`src/sv/xsdv_pkg.sv`:
```
`timescale 1ns / 1ps
// ----------------------------------------------------------------------------
// xsdv_pkg
// Shared types and constants for the date/time lexical validator.
// ----------------------------------------------------------------------------
package xsdv_pkg;

  typedef enum logic [4:0] {
    PH_START    = 5'd0,
    PH_YSIGN    = 5'd1,
    PH_YEAR     = 5'd2,
    PH_MON1     = 5'd3,
    PH_MON2     = 5'd4,
    PH_MDASH    = 5'd5,
    PH_DAY1     = 5'd6,
    PH_DAY2     = 5'd7,
    PH_DATE_END = 5'd8,
    PH_HOUR1    = 5'd9,
    PH_HOUR2    = 5'd10,
    PH_HCOLON   = 5'd11,
    PH_MIN1     = 5'd12,
    PH_MIN2     = 5'd13,
    PH_MCOLON   = 5'd14,
    PH_SEC1     = 5'd15,
    PH_SEC2     = 5'd16,
    PH_TIME_END = 5'd17,
    PH_FRAC1    = 5'd18,
    PH_FRAC     = 5'd19,
    PH_TZ_DONE  = 5'd20,
    PH_TZH1     = 5'd21,
    PH_TZH2     = 5'd22,
    PH_TZCOLON  = 5'd23,
    PH_TZM1     = 5'd24,
    PH_TZM2     = 5'd25
  } phase_e;

  typedef enum logic [1:0] {
    LT_DATE     = 2'd0,
    LT_TIME     = 2'd1,
    LT_DATETIME = 2'd2,
    LT_BAD      = 2'd3
  } lex_type_e;

  typedef enum logic [1:0] {
    ZK_NONE   = 2'd0,
    ZK_UTC    = 2'd1,
    ZK_OFFSET = 2'd2
  } zone_kind_e;

  localparam logic [13:0] YearMax = 14'd9999;
  localparam logic [4:0]  HourMax = 5'd24;
  localparam logic [5:0]  SecMax  = 6'd60;
  localparam logic [3:0]  TzHourMax = 4'd14;
  localparam logic [2:0]  AddrCfgLexType = 3'd0;
  // ceil(2^22 / 25), exact quotient for any year value below 2^17
  localparam logic [17:0] Div25Recip = 18'd167773;

  typedef struct packed {
    logic        valid_res;
    logic [17:0] year;
    logic [3:0]  month;
    logic [4:0]  day;
    logic [4:0]  hour;
    logic [5:0]  minute;
    logic [5:0]  second;
    logic [1:0]  zone_kind;
    logic        zone_negative;
    logic [3:0]  zone_hours;
    logic [5:0]  zone_minutes;
  } res_t;

  typedef struct packed {
    logic [7:0] char_code;
    logic       has_char;
    logic       end_of_string;
  } chr_t;

  function automatic logic [4:0] month_len(input logic [3:0] m);
    case (m)
      4'd1, 4'd3, 4'd5, 4'd7, 4'd8, 4'd10, 4'd12: month_len = 5'd31;
      4'd4, 4'd6, 4'd9, 4'd11:                    month_len = 5'd30;
      4'd2:                                       month_len = 5'd28;
      default:                                    month_len = 5'd0;
    endcase
  endfunction

endpackage

```
`src/sv/xsdv_if.sv`:
```
`timescale 1ns / 1ps
// ----------------------------------------------------------------------------
// xsdv_chr_if / xsdv_res_if
// Valid/ready channels for characters and results.
// ----------------------------------------------------------------------------
interface xsdv_chr_if;
  logic       valid;
  logic       ready;
  logic [7:0] char_code;
  logic       has_char;
  logic       end_of_string;
  modport source (output valid, char_code, has_char, end_of_string, input ready);
  modport sink (input valid, char_code, has_char, end_of_string, output ready);
endinterface

interface xsdv_res_if;
  logic        valid;
  logic        ready;
  logic        valid_res;
  logic [17:0] year;
  logic [3:0]  month;
  logic [4:0]  day;
  logic [4:0]  hour;
  logic [5:0]  minute;
  logic [5:0]  second;
  logic [1:0]  zone_kind;
  logic        zone_negative;
  logic [3:0]  zone_hours;
  logic [5:0]  zone_minutes;
  modport source (output valid, valid_res, year, month, day, hour, minute, second,
                  zone_kind, zone_negative, zone_hours, zone_minutes, input ready);
  modport sink (input valid, valid_res, year, month, day, hour, minute, second,
                zone_kind, zone_negative, zone_hours, zone_minutes, output ready);
endinterface

```
`src/sv/xsd_datetime_lexical_validator.sv`:
```
`timescale 1ns / 1ps
// ----------------------------------------------------------------------------
// xsd_datetime_lexical_validator
// Streaming lexical check of date, time and dateTime strings.
//
// Usage:
//   chr: one character per transaction (char_code, has_char, end_of_string).
//   res: one transaction per string, issued for the end_of_string item:
//        valid_res and the parsed fields, all zero when invalid.
//   APB register 0 (lexical_type, reset 2): 0 date, 1 time, 2 dateTime.
//   Write it only between strings.
// Timing:
//   A character is registered on entry and parsed in the next cycle; the
//   result is then registered in the result buffer. One character per
//   cycle is sustained while chr ready is high; the parse state update is
//   the single-cycle loop. A two-entry result buffer keeps the input
//   moving while res is stalled; chr ready drops only when it could overflow.
// Reset:
//   Clears the parse state, the pipeline and the buffer; mode returns to 2.
// ----------------------------------------------------------------------------
module xsd_datetime_lexical_validator
  import xsdv_pkg::*;
(
  input  logic        clk_i,
  input  logic        rst_ni,
  xsdv_chr_if.sink    chr,
  xsdv_res_if.source  res,
  input  logic        psel,
  input  logic        penable,
  input  logic        pwrite,
  input  logic [2:0]  paddr,
  input  logic [31:0] pwdata,
  output logic [31:0] prdata,
  output logic        pready
);

  logic [1:0] lex_q;
  chr_t       in_q;
  logic       in_vld_q;
  res_t       pres;
  res_t       buf_q [2];
  logic [1:0] cnt_q;
  logic       wr_ptr_q, rd_ptr_q;
  logic       push, pop, take;
  logic [1:0] in_flight;

  assign pready = 1'b1;
  assign prdata = (paddr == AddrCfgLexType) ? {30'd0, lex_q} : 32'd0;

  always_ff @(posedge clk_i or negedge rst_ni) begin
    if (!rst_ni) begin
      lex_q <= LT_DATETIME;
    end else if (psel && penable && pwrite && paddr == AddrCfgLexType) begin
      lex_q <= pwdata[1:0];
    end
  end

  // space for buffered results plus one in the input register
  assign in_flight = cnt_q + 2'(in_vld_q && in_q.end_of_string);
  assign chr.ready = (in_flight < 2'd2) || pop;
  assign take      = chr.valid && chr.ready;

  always_ff @(posedge clk_i or negedge rst_ni) begin
    if (!rst_ni) begin
      in_vld_q <= 1'b0;
    end else begin
      in_vld_q <= take;
    end
  end

  always_ff @(posedge clk_i) begin
    if (take) begin
      in_q <= '{char_code: chr.char_code, has_char: chr.has_char,
                end_of_string: chr.end_of_string};
    end
  end

  xsdv_parse u_parse (
    .clk_i      (clk_i),
    .rst_ni     (rst_ni),
    .step_i     (in_vld_q),
    .chr_i      (in_q),
    .lex_type_i (lex_q),
    .res_o      (pres)
  );

  assign push = in_vld_q && in_q.end_of_string;
  assign pop  = res.valid && res.ready;

  always_ff @(posedge clk_i or negedge rst_ni) begin
    if (!rst_ni) begin
      cnt_q <= '0; wr_ptr_q <= 1'b0; rd_ptr_q <= 1'b0;
    end else begin
      if (push) wr_ptr_q <= ~wr_ptr_q;
      if (pop)  rd_ptr_q <= ~rd_ptr_q;
      cnt_q <= cnt_q + 2'(push) - 2'(pop);
    end
  end

  always_ff @(posedge clk_i) begin
    if (push) buf_q[wr_ptr_q] <= pres;
  end

  assign res.valid         = (cnt_q != 2'd0);
  assign res.valid_res     = buf_q[rd_ptr_q].valid_res;
  assign res.year          = buf_q[rd_ptr_q].year;
  assign res.month         = buf_q[rd_ptr_q].month;
  assign res.day           = buf_q[rd_ptr_q].day;
  assign res.hour          = buf_q[rd_ptr_q].hour;
  assign res.minute        = buf_q[rd_ptr_q].minute;
  assign res.second        = buf_q[rd_ptr_q].second;
  assign res.zone_kind     = buf_q[rd_ptr_q].zone_kind;
  assign res.zone_negative = buf_q[rd_ptr_q].zone_negative;
  assign res.zone_hours    = buf_q[rd_ptr_q].zone_hours;
  assign res.zone_minutes  = buf_q[rd_ptr_q].zone_minutes;

endmodule

```
`src/sv/xsdv_parse.sv`:
```
`timescale 1ns / 1ps
// ----------------------------------------------------------------------------
// xsdv_parse
// Per-string parse state: one character step per cycle while step_i is high, result on end mark.
// ----------------------------------------------------------------------------
module xsdv_parse
  import xsdv_pkg::*;
(
  input  logic       clk_i,
  input  logic       rst_ni,
  input  logic       step_i,
  input  chr_t       chr_i,
  input  logic [1:0] lex_type_i,
  output res_t       res_o
);

  phase_e      phase_q, phase_d;
  logic [3:0]  cnt_q, cnt_d;
  logic        fail_q, fail_d;
  logic        yneg_q, yneg_d;
  logic [16:0] yacc_q, yacc_d;
  logic        yfrz_q, yfrz_d;
  logic [3:0]  mon_q, mon_d;
  logic [4:0]  day_q, day_d;
  logic [4:0]  hr_q, hr_d;
  logic [5:0]  min_q, min_d;
  logic [5:0]  sec_q, sec_d;
  logic        zs_q, zs_d;
  logic [3:0]  zh_q, zh_d;
  logic [5:0]  zm_q, zm_d;
  logic [1:0]  zseen_q, zseen_d;

  logic [7:0]  c;
  logic        dig;
  logic [3:0]  d;
  logic [7:0]  v_mon, v_day, v_hr, v_min, v_sec, v_zh, v_zm;
  logic [20:0] ymul;
  logic [4:0]  lim;
  logic        leap;
  logic [35:0] yrec;
  logic [11:0] yq25;
  logic [16:0] y25x;
  logic        ydiv25;
  logic        ok;
  res_t        res;

  assign c   = chr_i.char_code;
  assign dig = (c >= 8'h30) && (c <= 8'h39);
  assign d   = dig ? c[3:0] : 4'd0;
  assign v_mon = 8'(mon_q) * 8'd10 + 8'(d);
  assign v_day = 8'(day_q) * 8'd10 + 8'(d);
  assign v_hr  = 8'(hr_q) * 8'd10 + 8'(d);
  assign v_min = 8'(min_q) * 8'd10 + 8'(d);
  assign v_sec = 8'(sec_q) * 8'd10 + 8'(d);
  assign v_zh  = 8'(zh_q) * 8'd10 + 8'(d);
  assign v_zm  = 8'(zm_q) * 8'd10 + 8'(d);
  assign ymul  = 21'(yacc_q) * 21'd10 + 21'(d);

  // divisibility by 25 through a reciprocal multiply and back-multiply
  assign yrec   = 36'(yacc_q) * 36'(Div25Recip);
  assign yq25   = yrec[33:22];
  assign y25x   = {1'b0, yq25, 4'd0} + {2'b0, yq25, 3'd0} + {5'd0, yq25};
  assign ydiv25 = (y25x == yacc_q);
  assign leap = (yacc_q[1:0] == 2'b00) && (!ydiv25 || (yacc_q[3:0] == 4'd0));
  assign lim  = (mon_q == 4'd2 && leap) ? 5'd29 : month_len(mon_q);

  always_comb begin
    phase_d = phase_q; cnt_d = cnt_q; fail_d = fail_q; yneg_d = yneg_q;
    yacc_d = yacc_q; yfrz_d = yfrz_q; mon_d = mon_q; day_d = day_q;
    hr_d = hr_q; min_d = min_q; sec_d = sec_q; zs_d = zs_q; zh_d = zh_q;
    zm_d = zm_q; zseen_d = zseen_q;
    if (chr_i.has_char && !fail_q) begin
      case (phase_q)
        PH_START: begin
          if (lex_type_i == LT_TIME) begin
            if (dig) begin hr_d = 5'(d); phase_d = PH_HOUR2; end else fail_d = 1'b1;
          end else if (lex_type_i == LT_DATE || lex_type_i == LT_DATETIME) begin
            if (c == "+" || c == "-") begin
              yneg_d = (c == "-"); phase_d = PH_YSIGN;
            end else if (dig) begin
              yacc_d = ymul[16:0]; yfrz_d = ymul > 21'(YearMax);
              cnt_d = cnt_q + 4'd1; phase_d = PH_YEAR;
            end else fail_d = 1'b1;
          end else fail_d = 1'b1;
        end
        PH_YSIGN, PH_YEAR: begin
          if (dig) begin
            if (!yfrz_q) begin
              yacc_d = ymul[16:0]; yfrz_d = ymul > 21'(YearMax);
            end
            if (cnt_q < 4'd15) cnt_d = cnt_q + 4'd1;
            phase_d = PH_YEAR;
          end else if (phase_q == PH_YEAR && c == "-" && cnt_q >= 4'd4) begin
            phase_d = PH_MON1;
          end else fail_d = 1'b1;
        end
        PH_MON1: if (dig) begin mon_d = d; phase_d = PH_MON2; end else fail_d = 1'b1;
        PH_MON2: begin
          if (dig && v_mon >= 8'd1 && v_mon <= 8'd12) begin
            mon_d = v_mon[3:0]; phase_d = PH_MDASH;
          end else fail_d = 1'b1;
        end
        PH_MDASH: if (c == "-") phase_d = PH_DAY1; else fail_d = 1'b1;
        PH_DAY1: if (dig) begin day_d = 5'(d); phase_d = PH_DAY2; end else fail_d = 1'b1;
        PH_DAY2: begin
          if (dig && v_day >= 8'd1 && v_day <= 8'(lim)) begin
            day_d = v_day[4:0]; phase_d = PH_DATE_END;
          end else fail_d = 1'b1;
        end
        PH_DATE_END: begin
          if (lex_type_i == LT_DATE) begin
            if (c == "Z" || c == "z") begin zseen_d = 2'd1; phase_d = PH_TZ_DONE; end
            else if (c == "+" || c == "-") begin zs_d = (c == "-"); phase_d = PH_TZH1; end
            else fail_d = 1'b1;
          end else if (lex_type_i == LT_DATETIME && c == "T") phase_d = PH_HOUR1;
          else fail_d = 1'b1;
        end
        PH_HOUR1: if (dig) begin hr_d = 5'(d); phase_d = PH_HOUR2; end else fail_d = 1'b1;
        PH_HOUR2: begin
          if (dig && v_hr <= 8'(HourMax)) begin
            hr_d = v_hr[4:0]; phase_d = PH_HCOLON;
          end else fail_d = 1'b1;
        end
        PH_HCOLON: if (c == ":") phase_d = PH_MIN1; else fail_d = 1'b1;
        PH_MIN1: if (dig) begin min_d = 6'(d); phase_d = PH_MIN2; end else fail_d = 1'b1;
        PH_MIN2: begin
          if (dig && v_min < 8'd60) begin min_d = v_min[5:0]; phase_d = PH_MCOLON; end
          else fail_d = 1'b1;
        end
        PH_MCOLON: if (c == ":") phase_d = PH_SEC1; else fail_d = 1'b1;
        PH_SEC1: if (dig) begin sec_d = 6'(d); phase_d = PH_SEC2; end else fail_d = 1'b1;
        PH_SEC2: begin
          if (dig && v_sec <= 8'(SecMax) &&
              !(hr_q == HourMax && (min_q != 6'd0 || v_sec != 8'd0))) begin
            sec_d = v_sec[5:0]; phase_d = PH_TIME_END;
          end else fail_d = 1'b1;
        end
        PH_TIME_END, PH_FRAC: begin
          if (phase_q == PH_TIME_END && c == ".") phase_d = PH_FRAC1;
          else if (phase_q == PH_FRAC && dig) phase_d = PH_FRAC;
          else if (c == "Z" || c == "z") begin zseen_d = 2'd1; phase_d = PH_TZ_DONE; end
          else if (c == "+" || c == "-") begin zs_d = (c == "-"); phase_d = PH_TZH1; end
          else fail_d = 1'b1;
        end
        PH_FRAC1: if (dig) phase_d = PH_FRAC; else fail_d = 1'b1;
        PH_TZH1: if (dig) begin zh_d = d; phase_d = PH_TZH2; end else fail_d = 1'b1;
        PH_TZH2: begin
          if (dig && v_zh <= 8'(TzHourMax)) begin zh_d = v_zh[3:0]; phase_d = PH_TZCOLON; end
          else fail_d = 1'b1;
        end
        PH_TZCOLON: if (c == ":") phase_d = PH_TZM1; else fail_d = 1'b1;
        PH_TZM1: if (dig) begin zm_d = 6'(d); phase_d = PH_TZM2; end else fail_d = 1'b1;
        PH_TZM2: begin
          if (dig && v_zm < 8'd60 && !(zh_q == TzHourMax && v_zm != 8'd0)) begin
            zm_d = v_zm[5:0]; zseen_d = 2'd2; phase_d = PH_TZ_DONE;
          end else fail_d = 1'b1;
        end
        default: fail_d = 1'b1;
      endcase
    end
  end

  // acceptance on the post-character state
  always_comb begin
    res = '0;
    ok  = 1'b0;
    if (!fail_d) begin
      case (phase_d)
        PH_DATE_END:         ok = (lex_type_i == LT_DATE);
        PH_TIME_END, PH_FRAC: ok = (lex_type_i == LT_TIME) || (lex_type_i == LT_DATETIME);
        PH_TZ_DONE:          ok = (lex_type_i != LT_BAD);
        default:             ok = 1'b0;
      endcase
    end
    if (ok) begin
      res.valid_res = 1'b1;
      res.year   = yneg_d ? 18'(-$signed({1'b0, yacc_d})) : {1'b0, yacc_d};
      res.month  = mon_d;
      res.day    = day_d;
      res.hour   = hr_d;
      res.minute = min_d;
      res.second = sec_d;
      if (zseen_d == 2'd1 || (zseen_d == 2'd2 && zh_d == 4'd0 && zm_d == 6'd0)) begin
        res.zone_kind = ZK_UTC;
      end else if (zseen_d == 2'd2) begin
        res.zone_kind     = ZK_OFFSET;
        res.zone_negative = zs_d;
        res.zone_hours    = zh_d;
        res.zone_minutes  = zm_d;
      end
    end
  end

  assign res_o = res;

  always_ff @(posedge clk_i or negedge rst_ni) begin
    if (!rst_ni) begin
      phase_q <= PH_START; cnt_q <= '0; fail_q <= 1'b0; yneg_q <= 1'b0;
      yacc_q <= '0; yfrz_q <= 1'b0; mon_q <= '0; day_q <= '0; hr_q <= '0;
      min_q <= '0; sec_q <= '0; zs_q <= 1'b0; zh_q <= '0; zm_q <= '0; zseen_q <= '0;
    end else if (step_i) begin
      if (chr_i.end_of_string) begin
        phase_q <= PH_START; cnt_q <= '0; fail_q <= 1'b0; yneg_q <= 1'b0;
        yacc_q <= '0; yfrz_q <= 1'b0; mon_q <= '0; day_q <= '0; hr_q <= '0;
        min_q <= '0; sec_q <= '0; zs_q <= 1'b0; zh_q <= '0; zm_q <= '0; zseen_q <= '0;
      end else begin
        phase_q <= phase_d; cnt_q <= cnt_d; fail_q <= fail_d; yneg_q <= yneg_d;
        yacc_q <= yacc_d; yfrz_q <= yfrz_d; mon_q <= mon_d; day_q <= day_d;
        hr_q <= hr_d; min_q <= min_d; sec_q <= sec_d; zs_q <= zs_d; zh_q <= zh_d;
        zm_q <= zm_d; zseen_q <= zseen_d;
      end
    end
  end

endmodule

```
`src/flat_wrapper.sv`:
```
// flat-port wrapper written by rule: the top's interface ports become plain ports
module xsd_datetime_lexical_validator_flat import xsdv_pkg::*;
  (clk_i, rst_ni, psel, penable, pwrite, paddr, pwdata, prdata, pready, chr_valid, chr_char_code, chr_has_char, chr_end_of_string, chr_ready, res_valid, res_valid_res, res_year, res_month, res_day, res_hour, res_minute, res_second, res_zone_kind, res_zone_negative, res_zone_hours, res_zone_minutes, res_ready);
  xsdv_chr_if chr_i ();
  xsdv_res_if res_i ();
  input  logic clk_i;
  input  logic rst_ni;
  input  logic psel;
  input  logic penable;
  input  logic pwrite;
  input  logic [2:0] paddr;
  input  logic [31:0] pwdata;
  output logic [31:0] prdata;
  output logic pready;
  input wire logic [$bits(chr_i.valid)-1:0] chr_valid;
  input wire logic [$bits(chr_i.char_code)-1:0] chr_char_code;
  input wire logic [$bits(chr_i.has_char)-1:0] chr_has_char;
  input wire logic [$bits(chr_i.end_of_string)-1:0] chr_end_of_string;
  output wire logic [$bits(chr_i.ready)-1:0] chr_ready;
  output wire logic [$bits(res_i.valid)-1:0] res_valid;
  output wire logic [$bits(res_i.valid_res)-1:0] res_valid_res;
  output wire logic [$bits(res_i.year)-1:0] res_year;
  output wire logic [$bits(res_i.month)-1:0] res_month;
  output wire logic [$bits(res_i.day)-1:0] res_day;
  output wire logic [$bits(res_i.hour)-1:0] res_hour;
  output wire logic [$bits(res_i.minute)-1:0] res_minute;
  output wire logic [$bits(res_i.second)-1:0] res_second;
  output wire logic [$bits(res_i.zone_kind)-1:0] res_zone_kind;
  output wire logic [$bits(res_i.zone_negative)-1:0] res_zone_negative;
  output wire logic [$bits(res_i.zone_hours)-1:0] res_zone_hours;
  output wire logic [$bits(res_i.zone_minutes)-1:0] res_zone_minutes;
  input wire logic [$bits(res_i.ready)-1:0] res_ready;
  assign chr_i.valid = chr_valid;
  assign chr_i.char_code = chr_char_code;
  assign chr_i.has_char = chr_has_char;
  assign chr_i.end_of_string = chr_end_of_string;
  assign chr_ready = chr_i.ready;
  assign res_valid = res_i.valid;
  assign res_valid_res = res_i.valid_res;
  assign res_year = res_i.year;
  assign res_month = res_i.month;
  assign res_day = res_i.day;
  assign res_hour = res_i.hour;
  assign res_minute = res_i.minute;
  assign res_second = res_i.second;
  assign res_zone_kind = res_i.zone_kind;
  assign res_zone_negative = res_i.zone_negative;
  assign res_zone_hours = res_i.zone_hours;
  assign res_zone_minutes = res_i.zone_minutes;
  assign res_i.ready = res_ready;
  xsd_datetime_lexical_validator u_core (.clk_i(clk_i), .rst_ni(rst_ni), .chr(chr_i), .res(res_i), .psel(psel), .penable(penable), .pwrite(pwrite), .paddr(paddr), .pwdata(pwdata), .prdata(prdata), .pready(pready));
endmodule
```
`config.mk`:
```
export PLATFORM = sky130hd
export DESIGN_NAME = xsd_datetime_lexical_validator_flat
export DESIGN_NICKNAME = d
export VERILOG_FILES = /design/src/sv/xsdv_pkg.sv /design/src/sv/xsdv_if.sv /design/src/sv/xsd_datetime_lexical_validator.sv /design/src/sv/xsdv_parse.sv /design/src/flat_wrapper.sv
export SDC_FILE = /design/constraint.sdc
export NUM_CORES = 1
export LEC_CHECK = 0
export BUFFER_PORTS_ARGS = -buffer_cell sky130_fd_sc_hd__buf_2
export CAP_MARGIN = 20
export CORE_MARGIN = 2
export CORE_UTILIZATION = 50
export CTS_CLUSTER_DIAMETER = 120
export DETAILED_ROUTE_END_ITERATION = 10
export GPL_TIMING_DRIVEN = 1
export HOLD_SLACK_MARGIN = 0.15
export PLACE_DENSITY_LB_ADDON = 0.15
export SETUP_SLACK_MARGIN = 0.5
export SLEW_MARGIN = 10
export SYNTH_ARGS = -nofsm -noshare
export SYNTH_HDL_FRONTEND = slang
export SYNTH_HIERARCHICAL = 1
export SYNTH_SLANG_ARGS = --single-unit
export TNS_END_PERCENT = 30
```
`constraint.sdc`:
```
create_clock -name clk_i -period 11.1 [get_ports clk_i]
set_input_delay 2.22 -clock clk_i [delete_from_list [all_inputs] [get_ports clk_i]]
set_output_delay 2.22 -clock clk_i [all_outputs]
set_load 0.01 [all_outputs]
```
==> metrics.csv <==
metric,value,unit
pre-CTS setup slack,-1.18,ns
Worst-Skew Late Latency,0.55,ns
initial core utilization,0.510,
"Setup violations, final",116,
slowest stage cell on the critical path,fa_1,
Detailed Route WL,61.2,mm
H-Tree Depth,1,
crit path time final,11.74,ns
initial antenna violation count,1,
path depth of the worst reg2reg path,52,
TritonRoute pass-1 iters,6,
register area,5670,sq um
Post-synth top flop,edfxtp_1,
failing checks,negative setup slack,
CTS root buf,clkbuf_16,
WL met1,28.1,mm
Yosys warnings,6,
Yosys cell types,96,
final worst slack,-0.637,ns
VDD IR-drop max,0.000117,V
kind of end point of the critical path,flop,
max-slew violations,0,
syn_area_per_cell,9.59,sq um
Finished Layout Cells,2990,
CP peak stage delay,0.59,ns
die width,209,um
row count,74,
post-synthesis sequential area ratio,0.271,
port buffer count,83,
Antenna Nets Post-Route,0,
Reg2Reg Setup Slack,-0.64,ns
Die Area,43500,sq um
Routability Congestion,0.952,
share of post-route cells with drive strength above 1,0.226,
Hold Path Cell Cnt,1,
wire per inst,20.5,um
Post-Synthesis Cells,2181,
crit share post-route,1.06,
"commonest non-fill, non-tap cell in the layout",inv_1,
multi-input logic area,14500,sq um
max layer used,met5,
PD cells,96.8,nW/um^2
element type at the critical path start,flop,
CTS Hold Bufs,0,
Hold Crit Endpoint,u_core/u_parse/cnt_q[3],
CTS Buf Count,23,
first-pass GRT wire length,97.2,mm
Total GRT Usage,0.281,
DR WL met2,27.3,mm
Post-synth EDFFs,126,
Mapped Area,20900,sq um
WP data required,11.48,ns
Synth Register Bits,201,
largest net degree at the start of global routing,65,
worst hold-check path type,reg2reg,
GRT Residual Overflow,0,
Crit path top cell by count,fa_1,
placed inst area,23200,sq um
clk buf depth,3,
clock sinks,201,
Core Area,41000,sq um
# diodes,0,
Slew @ Worst Pin,1.12,ns
Critical R2R Launch,u_core/u_parse/yacc_q[3],
normalized max-slew margin,0.243,
number of max-cap violations,0,
outcome,"finished, violations left",
Setup CP Type,reg2reg,
Initial DRC Count,1637,
Fillers,3457,
reg2reg end,u_core/buf_q[1][17],
Vert. Die Dim,209,um
Via density,5.93,
Fin. Hold Viols,0,
hold path start,u_core/u_parse/cnt_q[3],
Post-synth ARST share,0.373,
dpl cells,2929,
DP HPWL,46.9,mm
max frequency,85.2,MHz
most frequent cells in the layout,"inv_1, ha_1, buf_4, edfxtp_1, fa_1",
Worst-path clk slew,0.06,ns
layout net count,2878,
DRC,0,
crit-path max FO,20,
RSZ-0062 raised after global routing,yes,
Syn-to-layout area delta,19.0,%
Hold Slack,0.501,ns
Worst Path Arrival,12.12,ns
static leakage,0.0119,uW
I/O pins,145,
vias in the first global route,17560,
Vias,17737,
Fin Clk Skew,0.0257,ns
Setup TNS Final,-65.34,ns
Final Instance Area,24900,sq um
CTS tree,done,
met3 wire length,4.59,mm
==> power breakdown <==
| group | leakage, uW | internal, uW | switching [uW] | total [uW] |
|---|---|---|---|---|
| Combinational | 0.00929 | 271 | 425 | 696 |
| Sequential | 0.00224 | 869 | 58.7 | 928 |
| Clock | 0.000363 | 459 | 325 | 784 |
==> cell usage after synthesis, drive strengths merged, types with 19 or more instances <==
cell      n  share of area
nand2   130          0.023
nand3    36         0.0086
mux2     62          0.035
edfxtp  126           0.18
nor4     19         0.0057
xor2     51          0.021
xnor2    61          0.026
nor2b    20         0.0060
dfrtp    74          0.089
nor3     59          0.016
a21oi   103          0.025
and3     21         0.0063
ha      252           0.15
clkbuf   47         0.0085
a21o     28          0.010
buf      48          0.016
fa      133           0.13
inv     289          0.052
o21ai    74          0.018
nor2    156          0.028
a211oi   24         0.0089
o22ai    48          0.014
==> critical path, delay by kind of cell, from the launching register on <==
kind                     cells  cell delay, ns
XOR/XNOR                     2            0.28
AO/OA/AOI/OAI               18            3.72
AND/OR/NAND/NOR              9            1.51
flip-flops                   1            0.41
adder cells (fa/ha/maj)     10            4.29
buffers and inverters       13            1.34
==> flip-flops by register name, indices dropped and copies added, names as in the netlist, 2 cells and up <==
signal / cells
u_core/buf_q: 116
u_core/cnt_q: 2
u_core/in_q: 10
u_core/lex_q: 2
u_core/u_parse/cnt_q: 4
u_core/u_parse/day_q: 5
u_core/u_parse/hr_q: 5
u_core/u_parse/min_q: 6
u_core/u_parse/mon_q: 4
u_core/u_parse/phase_q: 5
u_core/u_parse/sec_q: 6
u_core/u_parse/yacc_q: 17
u_core/u_parse/zh_q: 4
u_core/u_parse/zm_q: 6
u_core/u_parse/zseen_q: 2
==> final cells by class <==
| type | instances | share of cell area |
|---|---|---|
| Tap cell | 532 | 0.0268 |
| Multi-Input combinational cell | 1625 | 0.584 |
| Timing Repair Buffer | 301 | 0.0873 |
| Clock inverter | 11 | 0.00629 |
| Sequential cell | 201 | 0.228 |
| Inverter | 289 | 0.0436 |
| Clock buffer | 31 | 0.0243 |
==> worst max-delay path by stage <==
stage | startpoint | to | slack [ns] | cells after the start
floorplan | u_core/u_parse/yacc_q[14] | u_core/buf_q[0][40] | 0.05 | 43
global placement | u_core/u_parse/yacc_q[3] | u_core/buf_q[0][2] | -1.11 | 51
detailed placement | u_core/u_parse/yacc_q[3] | u_core/buf_q[0][46] | -1.18 | 52
CTS | u_core/u_parse/yacc_q[3] | u_core/buf_q[0][22] | -0.54 | 53
global route | u_core/u_parse/yacc_q[3] | u_core/buf_q[1][12] | -1.03 | 52
finish | u_core/u_parse/yacc_q[3] | u_core/buf_q[1][17] | -0.64 | 52
==> metal layers <==
layer | GRT usage | up-vias
li1 | - | 8212
met1 | 0.418 | 8708
met2 | 0.436 | 714
met3 | 0.0405 | 101
met4 | 0.0585 | 2
met5 | 0 | -
==> through the flow <==
step | total power, uW | utilization
after floorplan | 1380 | -
after global placement | 1610 | 0.566
after detailed placement | 1610 | 0.566
after CTS | 2410 | 0.600
after global routing | 2510 | 0.607
final | 2410 | 0.607
==> kinds of logic after synthesis <==
logic type      Yosys count  synth area share
simple gates            560             0.135
compound gates          464             0.150
fa+ha+maj               386             0.279
buf+inv                 384            0.0768
flops                   201             0.271
xor+xnor                115            0.0501
mux                      69            0.0385
other cells               2          0.000359
==> timing repair <==
item                       4_1_cts  5_1_grt
gates resized for setup        124       46
pin swaps                       42       27
buffers inserted                11        5
hold endpoints to repair         0        0
gates cloned                     1        1
setup endpoints to repair      126      126
(Power assumes the default switching activity.)
